[src/aplt_pkg.sv]
// shared types, codes and constants of the address pool lease table
`timescale 1ns / 1ps

package aplt_pkg;

    localparam int ADDR_W         = 32;
    localparam int XID_W          = 32;
    localparam int KIND_W         = 2;
    localparam int STATUS_W       = 3;
    localparam int SIZE_W         = 5;
    localparam int POOL_DEPTH_DEF = 16;

    localparam logic [ADDR_W-1:0] BASE_ADDR_RST = 32'hC0A8_6401;
    localparam logic [SIZE_W-1:0] POOL_SIZE_RST = 5'd10;

    localparam logic [KIND_W-1:0] KIND_DISCOVER = 2'd0;
    localparam logic [KIND_W-1:0] KIND_REQUEST  = 2'd1;
    localparam logic [KIND_W-1:0] KIND_RELEASE  = 2'd2;

    localparam logic [STATUS_W-1:0] ST_OFFER    = 3'd0;
    localparam logic [STATUS_W-1:0] ST_ACK      = 3'd1;
    localparam logic [STATUS_W-1:0] ST_NAK      = 3'd2;
    localparam logic [STATUS_W-1:0] ST_NOFREE   = 3'd3;
    localparam logic [STATUS_W-1:0] ST_BADXID   = 3'd4;
    localparam logic [STATUS_W-1:0] ST_BADKIND  = 3'd5;
    localparam logic [STATUS_W-1:0] ST_RELEASED = 3'd6;

    localparam logic CFG_BASE_ADDR = 1'b0;
    localparam logic CFG_POOL_SIZE = 1'b1;

    typedef struct packed {
        logic load;
        logic scan_start;
        logic scan_run;
        logic update;
        logic res_load;
    } aplt_cmd_t;

    typedef struct packed {
        logic              xid_zero;
        logic [KIND_W-1:0] kind;
        logic              scan_done;
    } aplt_stat_t;

endpackage

[src/aplt_ctrl.sv]
// controller state machine of the address pool lease table
`timescale 1ns / 1ps

module aplt_ctrl
    import aplt_pkg::*;
(
    input  logic       clk,
    input  logic       rst_n,
    input  logic       in_valid,
    output logic       in_ready,
    output logic       out_valid,
    input  logic       out_ready,
    input  aplt_stat_t stat,
    output aplt_cmd_t  cmd
);

    typedef enum logic [1:0] {
        S_IDLE,
        S_EXEC,
        S_SCAN
    } state_t;

    state_t state_reg;
    state_t state_next;
    logic   out_valid_reg;
    logic   out_valid_next;
    logic   out_free;

    assign out_free  = !out_valid_reg || out_ready;
    assign in_ready  = (state_reg == S_IDLE);
    assign out_valid = out_valid_reg;

    always_comb
    begin
        cmd            = '0;
        state_next     = state_reg;
        out_valid_next = out_valid_reg && !out_ready;
        case (state_reg)
            S_IDLE:
            begin
                if (in_valid)
                begin
                    cmd.load   = 1'b1;
                    state_next = S_EXEC;
                end
            end
            S_EXEC:
            begin
                if (!stat.xid_zero && stat.kind == KIND_DISCOVER)
                begin
                    cmd.scan_start = 1'b1;
                    state_next     = S_SCAN;
                end
                else if (out_free)
                begin
                    cmd.update     = 1'b1;
                    cmd.res_load   = 1'b1;
                    out_valid_next = 1'b1;
                    state_next     = S_IDLE;
                end
            end
            S_SCAN:
            begin
                cmd.scan_run = 1'b1;
                if (stat.scan_done && out_free)
                begin
                    cmd.res_load   = 1'b1;
                    out_valid_next = 1'b1;
                    state_next     = S_IDLE;
                end
            end
            default:
            begin
                state_next = S_IDLE;
            end
        endcase
    end

    always_ff @(posedge clk or negedge rst_n)
    begin
        if (!rst_n)
        begin
            state_reg     <= S_IDLE;
            out_valid_reg <= 1'b0;
        end
        else
        begin
            state_reg     <= state_next;
            out_valid_reg <= out_valid_next;
        end
    end

endmodule

[src/aplt_dp.sv]
// datapath of the address pool lease table: config, lease state, scan and result
`timescale 1ns / 1ps

module aplt_dp
    import aplt_pkg::*;
#(
    parameter int POOL_DEPTH = POOL_DEPTH_DEF
)
(
    input  logic                clk,
    input  logic                rst_n,
    input  logic                cfg_valid,
    output logic                cfg_ready,
    input  logic                cfg_index,
    input  logic [ADDR_W-1:0]   cfg_data,
    input  logic [KIND_W-1:0]   kind,
    input  logic [XID_W-1:0]    xid,
    input  logic [ADDR_W-1:0]   requested_addr,
    input  logic [ADDR_W-1:0]   client_addr,
    output logic [STATUS_W-1:0] status,
    output logic [ADDR_W-1:0]   reply_addr,
    output logic [XID_W-1:0]    reply_xid,
    input  aplt_cmd_t           cmd,
    output aplt_stat_t          stat
);

    localparam int IDX_W = $clog2(POOL_DEPTH);
    localparam int CNT_W = $clog2(POOL_DEPTH + 1);
    localparam int SZ_W  = (CNT_W > SIZE_W) ? CNT_W : SIZE_W;

    logic [ADDR_W-1:0]     base_addr_reg;
    logic [SIZE_W-1:0]     pool_size_reg;

    logic [KIND_W-1:0]     kind_reg;
    logic [XID_W-1:0]      xid_reg;
    logic [ADDR_W-1:0]     req_reg;
    logic [ADDR_W-1:0]     cli_reg;

    logic [POOL_DEPTH-1:0] free_reg;
    logic [POOL_DEPTH-1:0] free_next;
    logic [POOL_DEPTH-1:0] ovld_reg;
    logic [POOL_DEPTH-1:0] ovld_next;
    logic [XID_W-1:0]      owner_mem [POOL_DEPTH];

    logic [CNT_W-1:0]      scan_idx_reg;
    logic [CNT_W-1:0]      scan_idx_next;
    logic                  pipe_vld_reg;
    logic                  pipe_vld_next;
    logic                  pipe_free_reg;
    logic                  pipe_ovld_reg;
    logic [IDX_W-1:0]      pipe_idx_reg;
    logic [XID_W-1:0]      pipe_owner_reg;
    logic                  match_found_reg;
    logic                  match_found_next;
    logic                  free_found_reg;
    logic                  free_found_next;
    logic [IDX_W-1:0]      match_idx_reg;
    logic [IDX_W-1:0]      free_idx_reg;

    logic [STATUS_W-1:0]   status_reg;
    logic [ADDR_W-1:0]     reply_addr_reg;
    logic [XID_W-1:0]      reply_xid_reg;

    logic [SZ_W-1:0]       size_ext;
    logic [SZ_W-1:0]       depth_ext;
    logic [CNT_W-1:0]      used_n;
    logic                  xid_zero;
    logic [ADDR_W-1:0]     sel_addr;
    logic [ADDR_W-1:0]     offset;
    logic [IDX_W-1:0]      off_idx;
    logic                  in_pool;
    logic                  ack_ok;
    logic                  issue;
    logic [XID_W-1:0]      pipe_owner_eff;
    logic [IDX_W-1:0]      offer_idx;
    logic [STATUS_W-1:0]   res_status;
    logic [ADDR_W-1:0]     res_addr;

    assign cfg_ready = 1'b1;

    // entries in use
    assign size_ext  = SZ_W'(pool_size_reg);
    assign depth_ext = SZ_W'(POOL_DEPTH);
    assign used_n    = CNT_W'((size_ext > depth_ext) ? depth_ext : size_ext);

    assign xid_zero = (xid_reg == '0);
    assign sel_addr = (kind_reg == KIND_REQUEST) ? req_reg : cli_reg;
    assign offset   = sel_addr - base_addr_reg;
    assign off_idx  = offset[IDX_W-1:0];
    assign in_pool  = offset < ADDR_W'(used_n);
    assign ack_ok   = in_pool && free_reg[off_idx];

    always_ff @(posedge clk or negedge rst_n)
    begin
        if (!rst_n)
        begin
            base_addr_reg <= BASE_ADDR_RST;
            pool_size_reg <= POOL_SIZE_RST;
        end
        else if (cfg_valid)
        begin
            if (cfg_index == CFG_BASE_ADDR)
            begin
                base_addr_reg <= cfg_data;
            end
            else if (cfg_index == CFG_POOL_SIZE)
            begin
                pool_size_reg <= cfg_data[SIZE_W-1:0];
            end
        end
    end

    always_ff @(posedge clk)
    begin
        if (cmd.load)
        begin
            kind_reg <= kind;
            xid_reg  <= xid;
            req_reg  <= requested_addr;
            cli_reg  <= client_addr;
        end
    end

    // lease state updates
    always_comb
    begin
        free_next = free_reg;
        ovld_next = ovld_reg;
        if (cmd.update && !xid_zero)
        begin
            if (kind_reg == KIND_REQUEST && ack_ok)
            begin
                free_next[off_idx] = 1'b0;
                ovld_next[off_idx] = 1'b1;
            end
            else if (kind_reg == KIND_RELEASE && in_pool)
            begin
                free_next[off_idx] = 1'b1;
            end
        end
    end

    always_ff @(posedge clk or negedge rst_n)
    begin
        if (!rst_n)
        begin
            free_reg <= '1;
            ovld_reg <= '0;
        end
        else
        begin
            free_reg <= free_next;
            ovld_reg <= ovld_next;
        end
    end

    // owner id store, one read port for the scan
    always_ff @(posedge clk)
    begin
        if (cmd.update && !xid_zero && kind_reg == KIND_REQUEST && ack_ok)
        begin
            owner_mem[off_idx] <= xid_reg;
        end
        pipe_owner_reg <= owner_mem[scan_idx_reg[IDX_W-1:0]];
        pipe_free_reg  <= free_reg[scan_idx_reg[IDX_W-1:0]];
        pipe_ovld_reg  <= ovld_reg[scan_idx_reg[IDX_W-1:0]];
        pipe_idx_reg   <= scan_idx_reg[IDX_W-1:0];
    end

    // scan pipeline
    assign issue          = cmd.scan_run && (scan_idx_reg < used_n);
    assign pipe_owner_eff = pipe_ovld_reg ? pipe_owner_reg : '0;

    always_comb
    begin
        scan_idx_next    = scan_idx_reg;
        pipe_vld_next    = issue;
        match_found_next = match_found_reg;
        free_found_next  = free_found_reg;
        if (cmd.scan_start)
        begin
            scan_idx_next    = '0;
            pipe_vld_next    = 1'b0;
            match_found_next = 1'b0;
            free_found_next  = 1'b0;
        end
        else
        begin
            if (issue)
            begin
                scan_idx_next = scan_idx_reg + 1'b1;
            end
            if (pipe_vld_reg && pipe_free_reg)
            begin
                free_found_next = 1'b1;
                if (pipe_owner_eff == xid_reg)
                begin
                    match_found_next = 1'b1;
                end
            end
        end
    end

    always_ff @(posedge clk or negedge rst_n)
    begin
        if (!rst_n)
        begin
            scan_idx_reg    <= '0;
            pipe_vld_reg    <= 1'b0;
            match_found_reg <= 1'b0;
            free_found_reg  <= 1'b0;
        end
        else
        begin
            scan_idx_reg    <= scan_idx_next;
            pipe_vld_reg    <= pipe_vld_next;
            match_found_reg <= match_found_next;
            free_found_reg  <= free_found_next;
        end
    end

    always_ff @(posedge clk)
    begin
        if (!cmd.scan_start && pipe_vld_reg && pipe_free_reg)
        begin
            if (!free_found_reg)
            begin
                free_idx_reg <= pipe_idx_reg;
            end
            if (!match_found_reg && pipe_owner_eff == xid_reg)
            begin
                match_idx_reg <= pipe_idx_reg;
            end
        end
    end

    // result selection
    assign offer_idx = match_found_reg ? match_idx_reg : free_idx_reg;

    always_comb
    begin
        res_status = ST_BADKIND;
        res_addr   = '0;
        if (xid_zero)
        begin
            res_status = ST_BADXID;
        end
        else
        begin
            case (kind_reg)
                KIND_DISCOVER:
                begin
                    if (match_found_reg || free_found_reg)
                    begin
                        res_status = ST_OFFER;
                        res_addr   = base_addr_reg + ADDR_W'(offer_idx);
                    end
                    else
                    begin
                        res_status = ST_NOFREE;
                    end
                end
                KIND_REQUEST:
                begin
                    if (ack_ok)
                    begin
                        res_status = ST_ACK;
                        res_addr   = req_reg;
                    end
                    else
                    begin
                        res_status = ST_NAK;
                    end
                end
                KIND_RELEASE:
                begin
                    res_status = ST_RELEASED;
                end
                default:
                begin
                    res_status = ST_BADKIND;
                end
            endcase
        end
    end

    always_ff @(posedge clk)
    begin
        if (cmd.res_load)
        begin
            status_reg     <= res_status;
            reply_addr_reg <= res_addr;
            reply_xid_reg  <= xid_reg;
        end
    end

    assign status     = status_reg;
    assign reply_addr = reply_addr_reg;
    assign reply_xid  = reply_xid_reg;

    assign stat.xid_zero  = xid_zero;
    assign stat.kind      = kind_reg;
    assign stat.scan_done = match_found_reg || (!pipe_vld_reg && scan_idx_reg >= used_n);

endmodule

[src/address_pool_lease_table.sv]
// top level of the address pool lease table
// request, release, bad xid and bad kind items: result loaded without a scan
// discover items: one owner-store read per cycle during the scan; a free entry whose
// last owner id matches ends the scan early
// one item at a time; the next item is taken while the result register waits
// reset: every entry free with owner zero, base 192.168.100.1, pool size 10
`timescale 1ns / 1ps

module address_pool_lease_table
    import aplt_pkg::*;
#(
    parameter int POOL_DEPTH = POOL_DEPTH_DEF
)
(
    input  logic                clk,
    input  logic                rst_n,
    input  logic                in_valid,
    output logic                in_ready,
    input  logic [KIND_W-1:0]   kind,
    input  logic [XID_W-1:0]    xid,
    input  logic [ADDR_W-1:0]   requested_addr,
    input  logic [ADDR_W-1:0]   client_addr,
    output logic                out_valid,
    input  logic                out_ready,
    output logic [STATUS_W-1:0] status,
    output logic [ADDR_W-1:0]   reply_addr,
    output logic [XID_W-1:0]    reply_xid,
    input  logic                cfg_valid,
    output logic                cfg_ready,
    input  logic                cfg_index,
    input  logic [ADDR_W-1:0]   cfg_data
);

    aplt_cmd_t  cmd;
    aplt_stat_t stat;

    aplt_ctrl u_ctrl (
        .clk       (clk),
        .rst_n     (rst_n),
        .in_valid  (in_valid),
        .in_ready  (in_ready),
        .out_valid (out_valid),
        .out_ready (out_ready),
        .stat      (stat),
        .cmd       (cmd)
    );

    aplt_dp #(
        .POOL_DEPTH (POOL_DEPTH)
    ) u_dp (
        .clk            (clk),
        .rst_n          (rst_n),
        .cfg_valid      (cfg_valid),
        .cfg_ready      (cfg_ready),
        .cfg_index      (cfg_index),
        .cfg_data       (cfg_data),
        .kind           (kind),
        .xid            (xid),
        .requested_addr (requested_addr),
        .client_addr    (client_addr),
        .status         (status),
        .reply_addr     (reply_addr),
        .reply_xid      (reply_xid),
        .cmd            (cmd),
        .stat           (stat)
    );

endmodule
[config.mk]
export PLATFORM = sky130hd
export DESIGN_NAME = address_pool_lease_table
export DESIGN_NICKNAME = d
export VERILOG_FILES = /design/src/aplt_pkg.sv /design/src/aplt_ctrl.sv /design/src/aplt_dp.sv /design/src/address_pool_lease_table.sv
export SDC_FILE = /design/constraint.sdc
export NUM_CORES = 1
export LEC_CHECK = 0
export BUFFER_PORTS_ARGS = -buffer_cell sky130_fd_sc_hd__buf_4
export CAP_MARGIN = 20
export CORE_MARGIN = 1
export CORE_UTILIZATION = 42
export DETAILED_ROUTE_END_ITERATION = 8
export PLACE_DENSITY = 0.58
export SLEW_MARGIN = 20
export SYNTH_ARGS = -nofsm -noshare
export SYNTH_HDL_FRONTEND = slang
export SYNTH_SLANG_ARGS = --single-unit
[constraint.sdc]
create_clock -name clk -period 9.65 [get_ports clk]
set_clock_uncertainty 0.05 [all_clocks]
set_input_delay 1.93 -clock clk [delete_from_list [all_inputs] [get_ports clk]]
set_output_delay 1.93 -clock clk [all_outputs]
set_load 0.01 [all_outputs]
After elaboration in Yosys (flattened, before gate mapping). Memories as Yosys holds them, arrays and structs flattened. A register that Yosys moved wholly into a read port is not among the register bits. Index checks and enable logic that the tools add are counted.

$add $sub $neg: 3. Order comparisons: 7. Equal/unequal tests: 8. Mux-type cells: 49. Bitwise operators: 6. Reductions and logical operators: 40.

Operators by type and width (number): $mux W32 (4); $pmux W32 S2 (1); $add A32 B4 Y32 (1); $eq A32 B32 Y1 (1); $logic_not A32 Y1 (1); $lt A32 B5 Y1 (1); $mux W16 (2); $or A16 B16 Y16 (2); $sub A32 B32 Y32 (1); $mux W1 (22); $and A16 B16 Y16 (1); $logic_and A1 B1 Y1 (16); $mux W2 (8); $not A16 Y16 (1); $mux W5 (3); $reduce_and A2 Y1 (7); $bmux W1 S4 (3); $lt A4 B5 Y1 const B (2); $pmux W3 S3 (1); $reduce_bool A2 Y1 (4); $logic_not A1 Y1 (6); $pmux W2 S3 (1); $add A5 B1 Y5 const B (1); $ge A5 B5 Y1 (1); other kinds (15) (22).

Bits in registers: 259. Memory bits (writable): 512. Bits of input ports: 136. Output and inout port bits: 70. Logic and storage cells: 136. Memories: 1.

Memories: u_dp.owner_mem (words 16, bits a word 32, rd ports 1, clocked after Yosys merged registers in 1, wr ports 1, RTL line aplt_dp.sv:43) `logic [XID_W-1:0] owner_mem [POOL_DEPTH];`.

Longest topological paths before layout. Gate-level depths: netlist of run 1.

Word-level depth: 10. Mapped depth: 24. Mapped depth without buffers: 19.

Modules after synthesis. A second synthesis of run 1 with hierarchy kept.

Cells, all modules: 2127. Area total of the unflattened synthesis: 33950.1 sq um.

By module, submodules not included: aplt_dp (instances 1, cells each 2095, area each 33671.0 sq um); aplt_ctrl (instances 1, cells each 32, area each 279.0 sq um).

Least setup slack after synthesis of run 1. No wires, ideal clock.

Path kind: reg2reg. Start point: register u_dp.kind_reg[0]. End point: memory u_dp.owner_mem[3][0] (enable). Arrival: 7.753 ns. Data required time: 9.087 ns. Setup slack: 1.333 ns. Stages on the path, launching flop included: 22. Path buffers: 3. Period minus slack after synthesis: 8.317 ns. Cells stage by stage: edfxtp_1 > clkbuf_1 > nor2b_1 > clkbuf_1 > clkbuf_1 > mux2i_1 > ha_1 > fa_1 > nand2b_1 > nand2b_1 > a21oi_1 > xnor2_1 > ha_1 > o21bai_1 > nor4_1 > o211ai_1 > or4_1 > nor4b_1 > nand4b_1 > a311oi_1 > nand4_1 > nor4b_1.

Longest elaborated chain between the ends: 9. Elaborated cells on any way between the ends: 16. Classes of those cells: 1 x add/sub; 1 x order compare; 1 x eq/ne; 7 x mux; 6 x reduce/logical.

RTL lines: start, declared (RTL line aplt_dp.sv:34) `logic [KIND_W-1:0] kind_reg;`; start signal, assigned (RTL line aplt_dp.sv:117) `kind_reg <= kind;`; branches (longest 9 deep; another with $sub A32 B32 Y32); end, declared (RTL line aplt_dp.sv:43).

Several ways; the timed one is not identified. The select of a mux whose other input is x is not followed.

Worst setup path in the final report of run 1.
Start point: register u_dp.kind_reg[0]. End point: memory u_dp.owner_mem[10][12] (enable).

Same word-level chain as after synthesis.

==> impl.org, run 1 <==
** GRT
- Sum of overflow across all layers after global routing :: 0
- Largest net degree at the start of global routing :: 64
- Global routing used 20.3% of the available tracks.
- The first global-routing pass estimated 125 mm of wire.
- Via count of the first global-routing pass :: 20100
- The number of antenna violations at the first check in global routing was 0.

** Synth
- Post-synthesis instance area :: 34000 um^2
- Of all cell types, the one taking the most synthesized area is edfxtp_1.
- Of the post-synthesis cell area, the dominant cell type holds 60.6%.
- Async set-reset flop share out of synthesis :: 9.96%
- Number of synthesized register bits :: 803
- Count of different cell masters after synthesis :: 88
- Fraction of the yosys area taken by sequential cells :: 68.8%
- YS warnings :: 0
- Net count after synthesis :: 2261
- The average instance in the mapped netlist occupies 16.4 um^2.
- Top area cells in the synthesized netlist :: edfxtp_1 (61%), mux4_2 (11%), dfrtp_1 (3.9%)
- Synthesis produced a netlist whose cell count is 2075.
- Number of enable-type register cells in the synthesized netlist :: 685
- Most used DFF post-synth :: edfxtp_1

** Flow run
- Reported max-cap violation count :: 0

** Floorplan
- Area inside the core boundary :: 79500 um^2
- From left edge to right edge, the die measures 286 um.
- Initial Util :: 42.7%
- Count of boundary I/O pins :: 206
- Height of the die :: 286 um
- Total die area :: 82000 um^2
- The initialized floorplan defines 103 standard-cell rows.

** Routing
- Pre-Repair DR Iteration Count :: 5
- Routed length on met3 :: 3.56 mm
- Drt via density :: 5.66
- Top layer in use :: met4
- For this run, design rule violations remaining after detail routing come to 0.
- The final layout contains routed wiring with a total length of 82.3 mm.
- Detailed Route Iter0 Violations :: 1385
- After detailed routing, the average wire length per cell comes to 23.9 um.
- The count of nets left with antenna violations once routing finished came out at 0.
- Total length of routed met2 wires :: 40.8 mm
- Total routed wire length on the met1 layer :: 36.1 mm
- Total via count in the routed design :: 19500

** Final layout
- The register with the most flip-flops in the layout has 512 of them.
- Commonest non-fill, non-tap cell in the layout :: edfxtp_1
- Sequential cell area :: 23400 um^2
- 0 antenna diodes ended up in the layout.
- Final nets :: 2506
- Ranked by flip-flop count, first place goes to u_dp.owner_mem.
- The layout has 6591 filler cells.
- Cells with a size suffix above 1 make up 28.8% of the layout.
- Most frequent cells in the layout :: edfxtp_1 (685), buf_4 (264), nand2_1 (187)
- Summing all multi-input logic gate instances after layout gives 10100 um^2.
- The area growth from synthesis to layout is 17.7%.

** Place
- Input/output buffers :: 204
- At the end of routability-driven placement, the weighted congestion stood at 0.903.
- Total half-perimeter wirelength after legalization and detailed placement :: 52.4 mm

** Worst setup path
- Standard cell with the maximum stage delay on the critical path :: nor3_2
- The setup path with the least slack is of type flop to flop.
- List of cells traversed by the critical path :: nor2b_4, buf_4, mux2i_1, ha_1, fa_1, nand2b_1, a21oi_1, o21ai_0, a311oi_1, o21ai_0, and2_1, or4b_1, a311oi_1, nand4_1, buf_4, nor3_2, buf_4
- Highest net fanout along the worst path :: 62
- Critical path endpoint category :: flop
- Crit path DAT :: 6.83 ns
- At the worst endpoint, the required time is 9.92 ns.
- Worst path max stage delay :: 0.86 ns
- The worst setup path is launched from a flop.
- Most repeated library cell on the critical path :: buf_4

** Power
- Pwr dens :: 266 nW/um^2
- Static Leakage :: 13.9 nW
- The worst-case IR drop observed on VDD is 0.000167 V.

** Clock tree
- CTS H-tree lvls :: 3
- The clock drives 803 sinks.
- Clock-pin slew was measured on the worst setup and hold paths at 0.06 ns.
- The longest clock path from root to sink contains 3 buffers.
- Number of buffers added for setup after CTS :: 0
- # resized after CTS :: 0
- Number of buffers inserted for hold repair after clock tree synthesis :: 0
- The root buffer cell chosen for the clock tree is clkbuf_16.
- Total clock buffers created by CTS :: 86
- TritonCTS built the clock tree.
- The later pin in the worst-skew pair is clocked with a latency of 0.64 ns.

** Timing
- Shortest clock period the worst path allows after layout :: 6.57 ns
- Transition time at the pin with the least slew margin :: 1.12 ns
- Number of max-slew violations in the final report :: 0
- Hold Slack :: 0.383 ns
- Derived from the worst setup path, the maximum achievable clock frequency is 0.152 GHz.
- Fin crit share :: 68.0%
- After routing, the total negative slack on setup checks comes to 0 ns.
- The number of hold violations in the final report was 0.
- Headroom to the max-slew limit came out at 25.4%.
- Setup violations remaining at the end of the flow were counted as 0.
- Setup repair after global routing missed its margin :: no

** Worst hold path
- Classification of the worst-slack hold path :: flop to flop

** Run status
- Status :: finished clean
## synthesized netlist by cell type, drive strengths merged, types with 42 or more instances
master,n
edfxtp,685
nand2,188
mux4,171
o21ai,89
nor2,84
clkbuf,71
dfrtp,53
xnor2,50
a21oi,49
ha,48
inv,47
nand3,43
nor3,42
## metal layers
metal  up-vias  GRT usage (%)
li1       8729              -
met4         0           5.53
met2       548           34.0
met3       102           2.57
met5         -              0
met1     10100           27.9
## cell type report
type                            count  share of cell area, %
Clock buffer                      116                   5.89
Clock inverter                     46                   1.65
Inverter                           47                  0.441
Multi-Input combinational cell   1118                   25.3
Sequential cell                   803                   58.5
Tap cell                         1050                   3.29
Timing Repair Buffer              264                   4.96
## through the flow
stage	worst slack [ns]	power, mW	util (%)	instances	cell area, um^2
final	3.08	10.6	50.3	3444	40000
after global routing	2.57	11.1	50.3	3444	40000
after CTS	3.08	10.8	50.3	3444	40000
after detailed placement	3.10	7.26	46.5	3282	37000
after global placement	3.12	7.23	46.5	3282	37000
after floorplan	1.33	6.34	-	2075	34000
## final timing paths
kind	startpoint	to	slack (ns)	cells past startpoint
max in group asynchronous	rst_n	u_dp.scan_idx_reg[0]$_DFFE_PN0P_	7.13	2
worst min register to register	u_dp.pipe_idx_reg[0]$_DFF_P_	u_dp.free_idx_reg[0]$_DFFE_PP_	0.38	0
worst min-delay path	u_dp.pipe_idx_reg[0]$_DFF_P_	u_dp.free_idx_reg[0]$_DFFE_PP_	0.38	0
min in group asynchronous	rst_n	u_dp.base_addr_reg[18]$_DFFE_PN0P_	1.12	1
worst max register to register	u_dp.kind_reg[0]$_DFFE_PP_	u_dp.owner_mem[10][12]$_DFFE_PP_	3.08	17
worst max-delay path	u_dp.kind_reg[0]$_DFFE_PP_	u_dp.owner_mem[10][12]$_DFFE_PP_	3.08	17
## where the power goes
group / switching (mW) / internal (mW)
clock: 1.37 / 2.11
combinational: 1.54 / 1.14
sequential: 0.272 / 4.21
total: 3.19 / 7.46
## kinds of logic (layout without fill, tap and decap cells)
| logic type | count (synthesis) | count (layout) | share of synthesized area, % |
|---|---|---|---|
| flops | 803 | 803 | 68.8 |
| mux | 209 | 209 | 12.6 |
| buf+inv | 154 | 473 | 1.79 |
| fa+ha+maj | 50 | 50 | 1.89 |
| compound gates | 296 | 296 | 6.09 |
| xor+xnor | 59 | 59 | 1.54 |
| simple gates | 503 | 503 | 7.34 |
| other cells | 1 | 1 | 0.0110 |
## critical path, delay by kind of cell, from the launching register on
family	cells	cell delay, ns
simple gates	6	2.00
fa+ha+maj	2	0.70
mux	1	0.16
compound gates	5	1.66
buf+inv	3	1.14
flops	1	0.48
Note: power is estimated with default switching activity, not from simulation.
==> run 2: changes to the inputs <==
- clock period: 9.65 -> 6.87 ns (I/O delays scaled with it)
==> run 2 against run 1 <==
Net effect: via count up 0.36%; design area up 0.11%; clock power up 36%; critical endpoint is now u_dp.owner_mem[1][13]$_DFFE_PP_; highest routed layer is now met5; non-clock buffer count up 5; sequential power up 40%; count of clock-buffer cells in the layout down 8; utilization up 0.057 points; critical path depth unchanged; worst hold slack worse by 0.00082 ns; global-route usage up 0.36 points; critical path type unchanged.
==> impl.org, run 2 (synthesized netlist as in run 1, its figures left out) <==
** Run status
- Status :: finished clean

** Final layout
- Final nets :: 2511 (+0.20%)
- Ranked by flip-flop count, first place goes to u_dp.owner_mem.
- The proportion of layout cells with a drive suffix above 1 was 28.6% (-0.21 points).
- Signed area change from the synthesized netlist to the final layout :: 17.8%
- The count of non-filler cells in the finished layout came to 3448 (+0.12%).
- The antenna diode instance count is 0 (unchanged).
- The top cell types in the final layout, fill and taps aside, are edfxtp_1 (685), buf_4 (268), nand2_1 (187).
- The library cell used most frequently in the layout, excluding fill and tap cells, is edfxtp_1.
- The final-layout fill cell count came to 6499 (-1.4%).
- Max FFs per register :: 512 (unchanged)

** Power
- Pwr Total :: 14.9 mW (+40%)
- Static Leakage :: 14.0 nW (+0.73%)
- Worst ir drop on vdd :: 0.000288 V (+73%)
- The power density over the cells came to 372 nW/um^2 (+40%).

** Worst setup path
- The count of cells along the worst register-to-register path came to 17 (unchanged).
- The stage delay of the slowest cell on the critical path came to 0.52 ns (-0.34 ns).
- Reg-to-reg startpoint :: u_dp.kind_reg[0]$_DFFE_PP_
- Most repeated library cell on the critical path :: buf_4
- STA classifies the critical path startpoint as a flop.
- Type of the setup path with the least slack :: flop to flop
- Standard cell with the maximum stage delay on the critical path :: buf_4
- Top cell family by delay on the critical path :: simple AND/OR/NAND/NOR gates
- Critical path endpoint category :: flop
- The number of buffers and inverters on the critical path was 3 (unchanged).
- The data arrival time of the critical path is 5.98 ns (-0.85 ns).
- The critical path goes through nor2b_4, buf_4, nand2_1, nand2_1, ha_1, a21oi_1, o21ai_1, a221oi_1, a21oi_1, nand2b_1, mux2i_1, or4b_1, a311oi_1, nand4_1, buf_4, nor4_2, buf_4.
- The data required time at the worst endpoint came to 7.11 ns (-2.81 ns).
- Highest net fanout along the worst path :: 58 (-6.5%)
- The setup slack on the worst flop-to-flop path was 1.13 ns (-1.96 ns).
- Critical register-to-register path endpoint :: u_dp.owner_mem[1][13]$_DFFE_PP_

** Place
- The HPWL after detailed placement was 54.7 mm (+4.3%).
- Input/output buffers :: 204 (unchanged)
- Placer's final routability congestion estimate :: 0.893 (-1.2%)
- Total placed cells including tap cells :: 3287 (+0.15%)
- Pre-CTS setup slack :: 1.17 ns (-1.93 ns)

** Routing
- Residual antenna-violating net count after detailed routing :: 0 (unchanged)
- The via density per instance is 5.67 (+0.24%).
- Routed Wire Length :: 83.5 mm (+1.5%)
- The number of vias in the routed layout came to 19500 (+0.36%).
- The count of routing violations after the opening detailed-route iteration came to 1613 (+16%).
- Post-DR wirelength/cell :: 24.2 um (+1.4%)
- The detailed-routing iteration count for the pre-antenna-repair pass came to 7 (+2).
- Residual DRC count :: 0 (unchanged)

** Clock tree
- CTS tree :: built
- The maximum number of buffers from clock root to sink is 3 (unchanged).
- The number of H-tree levels came to 3 (unchanged).
- The hold buffer count at cts was 0 (unchanged).
- Later-pin clock latency in the skew report :: 0.65 ns (about the same)
- Clock sink count :: 803 (unchanged)
- The tree is rooted in a clkbuf_16.
- The TritonCTS buffer count came to 86 (unchanged).
- The post-CTS repair timing setup buffer count was 0 (unchanged).
- Post-CTS clock slew at the launch and capture registers of the worst setup and hold paths :: 0.06 ns (about the same)
- # resized after CTS :: 0 (unchanged)

** Floorplan
- Count of boundary I/O pins :: 206 (unchanged)
- Height of the die :: 286 um (unchanged)
- Placement Rows :: 103 (unchanged)
- The placeable core region was 79500 um^2 (unchanged).
- Initial Util :: 42.7% (unchanged)
- The overall die width is 286 um (unchanged).
- The die outline area was 82000 um^2 (unchanged).

** Timing
- The shortest clock period the worst path allows after layout came to 5.74 ns (-0.822 ns).
- The final number of setup-violating endpoints is 0 (unchanged).
- The setup slack of the critical path after layout came to 1.13 ns (-1.96 ns).
- Max-Slew Margin vs Limit :: 31.2% (+5.8 points)
- Final TNS setup :: 0 ns (unchanged)
- Fmax :: 0.174 GHz (+14%)
- The number of hold violations in the final report was 0 (unchanged).
- Setup repair after global routing left no endpoint under its margin.
- Fin crit share :: 83.6% (+16 points)
- The number of pins with negative max-slew slack in the final report was 0 (unchanged).
- Hold Slack :: 0.382 ns (-0.000821 ns)
- The worst-margin pin slew was 1.03 ns (-0.0867 ns).

** GRT
- Largest net degree at the start of global routing :: 67 (+4.7%)
- Sum of overflow across all layers after global routing :: 0 (unchanged)
- The global-route usage over all layers was 20.6% (+0.36 points).
- Antenna violations before repair :: 1 (+1)
- The global-route wire length before repair was 127 mm (+1.3%).
- Via count of the first global-routing pass :: 20100 (+0.065%)

** Worst hold path
- Classification of the worst-slack hold path :: flop to flop
- The path with the worst hold slack has its endpoint at u_dp.match_idx_reg[2]$_DFFE_PP_.
- The worst hold path stage count is 0 (unchanged).
- The worst hold path begins at u_dp.pipe_idx_reg[2]$_DFF_P_.

** Flow run
- The max-capacitance violation count was 0 (unchanged).
run 2: worst max path at each step:
stage | start | endpoint | slack, ns | cells after the start
global route | u_dp.kind_reg[0]$_DFFE_PP_ | u_dp.owner_mem[1][13]$_DFFE_PP_ | 0.66 | 17
CTS | u_dp.kind_reg[0]$_DFFE_PP_ | u_dp.owner_mem[1][13]$_DFFE_PP_ | 1.15 | 17
global placement | u_dp.kind_reg[0]$_DFFE_PP_ | u_dp.owner_mem[1][19]$_DFFE_PP_ | 1.21 | 17
floorplan | u_dp.kind_reg[0]$_DFFE_PP_ | u_dp.owner_mem[11][0]$_DFFE_PP_ | -1.19 | 21
finish | u_dp.kind_reg[0]$_DFFE_PP_ | u_dp.owner_mem[1][13]$_DFFE_PP_ | 1.13 | 17
detailed placement | u_dp.kind_reg[0]$_DFFE_PP_ | u_dp.owner_mem[3][11]$_DFFE_PP_ | 1.17 | 17
run 2: worst reg2reg max path: stages (launching register included):
cell and delay [ns]:
edfxtp_1 0.50, nor2b_4 0.25, buf_4 0.52, nand2_1 0.15
nand2_1 0.08, ha_1 0.39, a21oi_1 0.30, o21ai_1 0.16
a221oi_1 0.51, a21oi_1 0.12, nand2b_1 0.17, mux2i_1 0.16
or4b_1 0.52, a311oi_1 0.21, nand4_1 0.15, buf_4 0.28
nor4_2 0.34, buf_4 0.52
run 2: final cells by class:
| class | instances | area, um^2 | share of cell area [%] |
|---|---|---|---|
| flip-flops and latches | 803 | 23400 | 58.4 |
| multi-input cells | 1118 | 10200 | 25.4 |
| clock buffers | 108 | 2280 | 5.71 |
| repair buffers | 269 | 2030 | 5.08 |
| well taps | 1050 | 1310 | 3.28 |
| clock inverters | 53 | 659 | 1.65 |
| inverters | 47 | 176 | 0.441 |
run 2: per-layer routing:
metal | global-route usage (%) | wire (um) | up-vias
li1 | - | - | 8712
met1 | 30.4 | 38200 | 10200
met2 | 32.4 | 39600 | 574
met3 | 3.21 | 4240 | 94
met4 | 4.44 | 1420 | 2
met5 | 0 | 14 | -
run 2: where the power goes:
group / switching, mW / internal, mW
Sequential: 0.344 / 5.91
Clock: 1.95 / 2.77
Combinational: 2.30 / 1.62
run 2: stage by stage:
stage               cell area [um^2]  util [%]
floorplan                      34000         -
global placement               37100      46.6
detailed placement             37100      46.6
CTS                            40000      50.3
global route                   40000      50.3
finish                         40000      50.3
